--- src/rtl/kpde_pkg.sv ---
// ----------------------------------------------------------------------------
// kpde_pkg
// Shared types, constants and the key decode function for the keypad
// scanner with decimal entry.
// ----------------------------------------------------------------------------
package kpde_pkg;

  localparam int ROW_W    = 3;
  localparam int COL_N    = 4;
  localparam int COL_W    = 2;
  localparam int CODE_W   = 7;
  localparam int CHAR_W   = 7;
  localparam int TICK_W   = 16;
  localparam int NUM_W    = 16;
  localparam int DCNT_W   = 3;
  localparam int CFG_W    = 16;
  localparam int CFG_IDX_W = 1;
  localparam int KEY_N    = 12;

  localparam logic [DCNT_W-1:0] MAX_DIGITS = 3'd6;

  localparam logic [CFG_IDX_W-1:0] CFG_SETTLE   = 1'd0;
  localparam logic [CFG_IDX_W-1:0] CFG_DEBOUNCE = 1'd1;

  localparam logic [TICK_W-1:0] SETTLE_RST   = 16'd5;
  localparam logic [TICK_W-1:0] DEBOUNCE_RST = 16'd50;

  localparam logic [ROW_W-1:0]  NO_KEY    = 3'h7;
  localparam logic [CHAR_W-1:0] CHAR_STAR = 7'h2A;
  localparam logic [CHAR_W-1:0] CHAR_HASH = 7'h23;
  localparam logic [CHAR_W-1:0] CHAR_ZERO = 7'd48;
  localparam logic [CHAR_W-1:0] CHAR_NINE = 7'd57;
  localparam logic [CHAR_W-1:0] CHAR_NONE = 7'd0;

  localparam logic [CODE_W-1:0] KEY_CODES [KEY_N] = '{
    7'h45, 7'h0E, 7'h0D, 7'h0B, 7'h16, 7'h15,
    7'h13, 7'h26, 7'h25, 7'h23, 7'h46, 7'h43
  };

  typedef struct packed {
    logic [COL_N-1:0]  column_drive;
    logic              echo_valid;
    logic [CHAR_W-1:0] echo_char;
    logic              number_valid;
    logic [NUM_W-1:0]  number;
  } kpde_res_t;

  // Maps a key code to its ASCII character, or to zero for an unknown code.
  function automatic logic [CHAR_W-1:0] decode_key(input logic [CODE_W-1:0] code);
    logic [CHAR_W-1:0] c;
    c = CHAR_NONE;
    for (int k = KEY_N - 1; k >= 0; k--) begin
      if (KEY_CODES[k] == code) begin
        if (k == 10) begin
          c = CHAR_STAR;
        end else if (k == 11) begin
          c = CHAR_HASH;
        end else begin
          c = CHAR_ZERO + CHAR_W'(k);
        end
      end
    end
    return c;
  endfunction

endpackage

--- src/rtl/keypad_scan_decimal_entry_unit.sv ---
// The result of a tick beat is registered into the output stage, or into the buffer when the output is stalled.
// Throughput: one tick beat per cycle while in_stall is low; the scan state is updated on each accepted beat.
// A two-entry output buffer lets a beat be accepted while a result waits.
// Reset: synchronous, active low; restores scanning at the first column,
// clears counters and accumulator, and loads settle 5 and debounce 50.
// ----------------------------------------------------------------------------
// keypad_scan_decimal_entry_unit
// Scans a 4x3 keypad one tick per beat, debounces each press, decodes it and
// collects a decimal number that is given on hash or at the last digit.
// ----------------------------------------------------------------------------
module keypad_scan_decimal_entry_unit (
  input  logic                            clk,
  input  logic                            rst_n,
  input  logic                            cfg_we,
  input  logic [kpde_pkg::CFG_IDX_W-1:0]  cfg_index,
  input  logic [kpde_pkg::CFG_W-1:0]      cfg_data,
  input  logic                            in_valid,
  output logic                            in_stall,
  input  logic [kpde_pkg::ROW_W-1:0]      in_row_sample,
  output logic                            out_valid,
  input  logic                            out_stall,
  output logic [kpde_pkg::COL_N-1:0]      out_column_drive,
  output logic                            out_echo_valid,
  output logic [kpde_pkg::CHAR_W-1:0]     out_echo_char,
  output logic                            out_number_valid,
  output logic [kpde_pkg::NUM_W-1:0]      out_number
);
  import kpde_pkg::*;

  localparam logic [1:0] PH_SCAN     = 2'd0;
  localparam logic [1:0] PH_RELEASE  = 2'd1;
  localparam logic [1:0] PH_DEBOUNCE = 2'd2;

  logic [TICK_W-1:0] settle_r, debounce_r;
  logic [1:0]        phase_r, phase_nxt;
  logic [COL_W-1:0]  col_r, col_nxt;
  logic [TICK_W-1:0] tick_r, tick_nxt;
  logic [CODE_W-1:0] code_r, code_nxt;
  logic [DCNT_W-1:0] dcnt_r, dcnt_nxt;
  logic [NUM_W-1:0]  acc_r, acc_nxt;

  kpde_res_t out_r, skid_r, res;
  logic      out_valid_r, skid_valid_r;

  logic              in_acc, out_take;
  logic [COL_N-1:0]  drive;
  logic [TICK_W:0]   cnt;
  logic              decode_now;
  logic [CHAR_W-1:0] key_char;
  logic [NUM_W-1:0]  acc_digit;
  logic [DCNT_W-1:0] dcnt_inc;

  assign in_stall = skid_valid_r;
  assign in_acc   = in_valid && !skid_valid_r;
  assign out_take = out_valid_r && !out_stall;

  assign drive     = COL_N'(1) << col_r;
  assign cnt       = {1'b0, tick_r} + 17'd1;
  assign key_char  = decode_key(code_r);
  assign acc_digit = (acc_r << 3) + (acc_r << 1) + NUM_W'(key_char - CHAR_ZERO);
  assign dcnt_inc  = dcnt_r + 3'd1;

  always_comb begin
    phase_nxt  = phase_r;
    col_nxt    = col_r;
    tick_nxt   = tick_r;
    code_nxt   = code_r;
    dcnt_nxt   = dcnt_r;
    acc_nxt    = acc_r;
    decode_now = 1'b0;
    res              = '0;
    res.column_drive = drive;

    case (phase_r)
      PH_RELEASE: begin
        if (in_row_sample == NO_KEY) begin
          if (debounce_r == '0) begin
            decode_now = 1'b1;
          end else begin
            phase_nxt = PH_DEBOUNCE;
            tick_nxt  = '0;
          end
        end
      end
      PH_DEBOUNCE: begin
        if (cnt >= {1'b0, debounce_r}) begin
          decode_now = 1'b1;
        end else begin
          tick_nxt = cnt[TICK_W-1:0];
        end
      end
      default: begin
        phase_nxt = PH_SCAN;
        if (cnt >= {1'b0, settle_r}) begin
          tick_nxt = '0;
          if (in_row_sample != NO_KEY) begin
            code_nxt  = {drive, in_row_sample};
            phase_nxt = PH_RELEASE;
          end else begin
            col_nxt = col_r + 2'd1;
          end
        end else begin
          tick_nxt = cnt[TICK_W-1:0];
        end
      end
    endcase

    if (decode_now) begin
      phase_nxt = PH_SCAN;
      tick_nxt  = '0;
      col_nxt   = col_r + 2'd1;
      if (key_char >= CHAR_ZERO && key_char <= CHAR_NINE) begin
        res.echo_valid = 1'b1;
        res.echo_char  = key_char;
        acc_nxt        = acc_digit;
        dcnt_nxt       = dcnt_inc;
        if (dcnt_inc >= MAX_DIGITS) begin
          res.number_valid = 1'b1;
          res.number       = acc_digit;
          acc_nxt          = '0;
          dcnt_nxt         = '0;
        end
      end else if (key_char == CHAR_HASH) begin
        res.number_valid = 1'b1;
        res.number       = acc_r;
        acc_nxt          = '0;
        dcnt_nxt         = '0;
      end
    end
  end

  always_ff @(posedge clk) begin
    if (!rst_n) begin
      settle_r   <= SETTLE_RST;
      debounce_r <= DEBOUNCE_RST;
    end else if (cfg_we) begin
      case (cfg_index)
        CFG_SETTLE:   settle_r   <= cfg_data;
        CFG_DEBOUNCE: debounce_r <= cfg_data;
        default: ;
      endcase
    end
  end

  always_ff @(posedge clk) begin
    if (!rst_n) begin
      phase_r <= PH_SCAN;
      col_r   <= '0;
      tick_r  <= '0;
      code_r  <= '0;
      dcnt_r  <= '0;
      acc_r   <= '0;
    end else if (in_acc) begin
      phase_r <= phase_nxt;
      col_r   <= col_nxt;
      tick_r  <= tick_nxt;
      code_r  <= code_nxt;
      dcnt_r  <= dcnt_nxt;
      acc_r   <= acc_nxt;
    end
  end

  always_ff @(posedge clk) begin
    if (!rst_n) begin
      out_valid_r  <= 1'b0;
      skid_valid_r <= 1'b0;
    end else if (out_take || !out_valid_r) begin
      if (skid_valid_r) begin
        out_valid_r  <= 1'b1;
        skid_valid_r <= 1'b0;
      end else begin
        out_valid_r <= in_acc;
      end
    end else if (in_acc) begin
      skid_valid_r <= 1'b1;
    end
  end

  always_ff @(posedge clk) begin
    if (out_take || !out_valid_r) begin
      if (skid_valid_r) begin
        out_r <= skid_r;
      end else if (in_acc) begin
        out_r <= res;
      end
    end else if (in_acc) begin
      skid_r <= res;
    end
  end

  assign out_valid        = out_valid_r;
  assign out_column_drive = out_r.column_drive;
  assign out_echo_valid   = out_r.echo_valid;
  assign out_echo_char    = out_r.echo_char;
  assign out_number_valid = out_r.number_valid;
  assign out_number       = out_r.number;

`ifndef SYNTH
  a_skid_needs_out: assert property (@(posedge clk) disable iff (!rst_n)
    skid_valid_r |-> out_valid_r)
    else $error("Buffered result present while output stage is empty.");

  a_drive_onehot: assert property (@(posedge clk) disable iff (!rst_n)
    out_valid_r |-> $onehot(out_r.column_drive))
    else $error("Column drive is not one-hot.");

  a_echo_digit: assert property (@(posedge clk) disable iff (!rst_n)
    (out_valid_r && out_r.echo_valid) |->
      (out_r.echo_char >= CHAR_ZERO && out_r.echo_char <= CHAR_NINE))
    else $error("Echoed character is not a digit.");

  a_dcnt_range: assert property (@(posedge clk) disable iff (!rst_n)
    dcnt_r < MAX_DIGITS)
    else $error("Digit count reached the entry limit without finishing.");
`endif

endmodule

--- config.mk ---
export PLATFORM = sky130hd
export DESIGN_NAME = keypad_scan_decimal_entry_unit
export DESIGN_NICKNAME = d
export VERILOG_FILES = /design/src/rtl/kpde_pkg.sv /design/src/rtl/keypad_scan_decimal_entry_unit.sv
export SDC_FILE = /design/constraint.sdc
export NUM_CORES = 1
export LEC_CHECK = 0
export BUFFER_PORTS_ARGS = -buffer_cell sky130_fd_sc_hd__buf_4
export CAP_MARGIN = 0
export CELL_PAD_IN_SITES_DETAIL_PLACEMENT = 2
export CELL_PAD_IN_SITES_GLOBAL_PLACEMENT = 2
export CORE_ASPECT_RATIO = 1.75
export CORE_UTILIZATION = 42
export CTS_CLUSTER_SIZE = 20
export DETAILED_ROUTE_END_ITERATION = 10
export MAX_ROUTING_LAYER = met4
export PLACE_DENSITY_LB_ADDON = 0.1
export SYNTH_ARGS = -nofsm -noshare
export SYNTH_HDL_FRONTEND = slang
export SYNTH_SLANG_ARGS = --single-unit
export TNS_END_PERCENT = 50
--- constraint.sdc ---
create_clock -name clk -period 9.3 [get_ports clk]
set_input_delay 2.325 -clock clk [delete_from_list [all_inputs] [get_ports clk]]
set_output_delay 2.325 -clock clk [all_outputs]
set_load 0.05 [all_outputs]
==> results by group <==
Min path
  – Hold Crit Class: reg -> reg

Timing
  – Setup_tns: 0 ns
  – Fmax: 155.3 MHz
  – Period utilization: 69.25%
  – Final slew viol count: 0
  – Hold_ws: 0.4566 ns
  – Tmin final: 6.440 ns
  – Fin. Hold Viols: 0
  – RSZ-0062 raised after global routing: false
  – Setup-failing EPs final: 0
  – Worst-margin pin slew: 1.030 ns
  – Setup slack after layout: 2.860 ns
  – Clock skew: 0.01021 ns
  – Worst rel slew slack: 30.88%

Final layout
  – Non-Filler Instances: 1177
  – Fin nets: 1019
  – Fin area: 0.009369 mm2
  – Share of layout cells above drive strength 1: 14.00%
  – Core Util, Final: 48.80%
  – Diode count: 0
  – Synth-to-Final Area Change: 13.49%

Yosys
  – Synth Register Bits: 136
  – Number of synthesized flops with an enable pin: 56
  – Simple-Gate Fraction of Synth Area: 18.84%
  – Distinct cells, synth: 77
  – Post-synth top area share: 20.37%
  – Largest family of logic cells by synthesized area: simple AND/OR/NAND/NOR gates
  – Ys async rst share: 0%
  – Mapped Cells: 895
  – Mapped Area: 0.008255 mm2
  – Synthesized area per cell: 9.224 um2
  – Mux cell area share after synthesis: 3.759%
  – Top_reg_cell synth: dfxtp_1
  – Most frequent cell after synthesis: nand2_1
  – XOR/XNOR Fraction of Synth Area: 2.971%
  – Top cells by area, synth: edfxtp_1, dfxtp_1, ha_1, nand2_1, a21oi_1
  – Net Count, Synth: 991
  – Cell taking the most area after synthesis: edfxtp_1
  – Synth top cells by count: nand2_1, dfxtp_1, a21oi_1
  – Synth Area in Adders: 11.94%
  – Synth Warn #: 0
  – Compound-Gate Fraction of Synth Area: 16.99%
  – Sequential area share after synthesis: 39.77%

Die
  – Site Rows: 67
  – Die extent in y: 187.5 um
  – IO Count: 56
  – Die area: 0.02024 mm2
  – Initial Utilization: 43.00%
  – Die W: 108.0 um
  – Core area: 0.01920 mm2

Clocking
  – Number of buffers created by CTS: 17
  – CTS tree: yes
  – Clk slew on worst S/H paths: 0.06 ns
  – CTS sink cnt: 136
  – Worst-case clock buffer depth: 2
  – Clock root buffer: clkbuf_16
  – Setup bufs post-CTS: 0
  – CTS Hold Buffers Added: 0
  – Resized Gates After CTS: 0
  – Clk Latency, worst-skew pair: 0.43 ns
  – H-tree Lvls: 4

Routing
  – DRC violations left: 0
  – Remaining antenna violation count: 0
  – DRT Pass-1 Iters: 4
  – Final wirelength: 26330 um
  – Via density: 5.810
  – Via count: 6838
  – Post-DR wirelength/cell: 22.37 um
  – DR iter-0 viols: 164

Job
  – Max cap viols: 0

GRT
  – Vias in the first global route: 7950
  – Initial antenna violation count: 0
  – Total global routing overflow: 0
  – GRT Util Overall: 28.29%
  – Largest net degree at the start of global routing: 55
  – First-pass GRT wire length: 42150 um

Placed design
  – Post-placement cell area: 0.008791 mm2
  – Gpl congestion: 0.9755
  – Setup WS pre-CTS: 2.987 ns
  – Cell total after placement: 1145
  – Final HPWL from detailed placement: 19530 um
  – PortBufs: 54

Critical path
  – Critical Path AT: 6.57 ns
  – Crit. End Element: flop
  – Required time worst endpoint: 9.43 ns
  – Crit Path Class: reg -> reg
  – Setup crit start kind: flop
  – Crit path max fanout: 26

Pwr
  – Max IR drop VDD: 0.00009129 V
  – Power per Cell Area: 154.2 mW/mm2
  – Leak pwr: 3.725 nW
  – Total power: 1.445 mW

Outcome
  – Run status: completed
placed cells by master (no fill, tap or decap), types with 5 or more instances in the layout:
cell and n:
o31ai_1 20, nand2b_1 5, xnor2_1 18, mux2_2 5, a21oi_1 65, a21o_1 5
dfxtp_1 79, clkbuf_16 19, nor3_1 17, a31oi_1 9, nand3_1 22, a22oi_1 9
xor2_1 10, or3_1 5, nor2_1 48, buf_4 61, mux2i_1 24, nor4_1 8
nand2_1 145, ha_1 58, a32o_1 7, and2_1 5, inv_1 61, nor2b_1 15
and3_1 11, o21a_1 9, o211ai_1 7, o21bai_1 9, fa_1 13, o21ai_0 19
edfxtp_1 56, nand4_1 8
worst max-delay path: stages (launching register included):
cell and delay, ns:
dfxtp_1 0.59, xnor2_1 0.15, o21ai_0 0.31, a31oi_1 0.13, or3_1 0.39, o21ai_0 0.19
nor2_1 0.14, inv_1 0.11, ha_1 0.16, buf_4 0.22, clkinv_1 0.84, fa_1 0.81
ha_1 0.41, and4_1 0.22, a211oi_1 0.30, o21ai_0 0.20, a2111oi_0 0.42, o211ai_1 0.19
mux2i_1 0.25, o41ai_1 0.10
layer usage:
metal / global-route usage (%) / vias to the layer above / wire length [um]
met3: 3.693 / 62 / 488
met1: 25.39 / 3424 / 9157
li1: - / 3235 / -
met2: 55.85 / 117 / 15590
met4: 13.12 / 0 / 1092
met5: - / - / 0
cell families (layout without fill, tap and decap cells):
logic type | count (synthesis) | count (layout)
adders and majority gates | 71 | 71
muxes | 30 | 30
AOI/OAI and AO/OA | 197 | 197
DFF | 136 | 136
xor gates and xnor gates | 28 | 28
other | 1 | 1
buffers and inverters | 114 | 155
and+or+nand+nor | 318 | 318
path summary, 6_finish.rpt:
kind,slack (ns),startpoint,to,depth (start not counted)
worst max-delay path,2.86,code_r[2]$_SDFFE_PN0P_,out_number[15]$_DFFE_PP_,19
worst min-delay path,0.46,settle_r[5]$_SDFFE_PN0P_,settle_r[5]$_SDFFE_PN0P_,2
worst max register to register,2.86,code_r[2]$_SDFFE_PN0P_,out_number[15]$_DFFE_PP_,19
worst min register to register,0.46,settle_r[5]$_SDFFE_PN0P_,settle_r[5]$_SDFFE_PN0P_,2
area by class of cell:
class,instances,area [um2]
fillers,2048,9828
multi-input cells,645,4514
flip-flops and latches,136,3284
clock buffers,23,520.5
repair buffers,61,457.9
well taps,241,301.5
inverters,62,232.7
clock inverters,9,57.56
where the power goes:
part	internal [mW]	switching, mW
Clock	0.394	0.273
Combinational	0.0395	0.0876
Sequential	0.639	0.0117
Total	1.07	0.372
flip-flops by register name, indices dropped and copies added (netlist names):
name	cells
out_echo_char	6
out_valid	1
code_r	7
settle_r	16
skid_r	28
in_stall	1
dcnt_r	3
tick_r	16
out_echo_valid	1
acc_r	16
col_r	2
out_number	16
phase_r	2
out_number_valid	1
debounce_r	16
out_column_drive	4
Note: power is estimated with default switching activity, not from simulation.
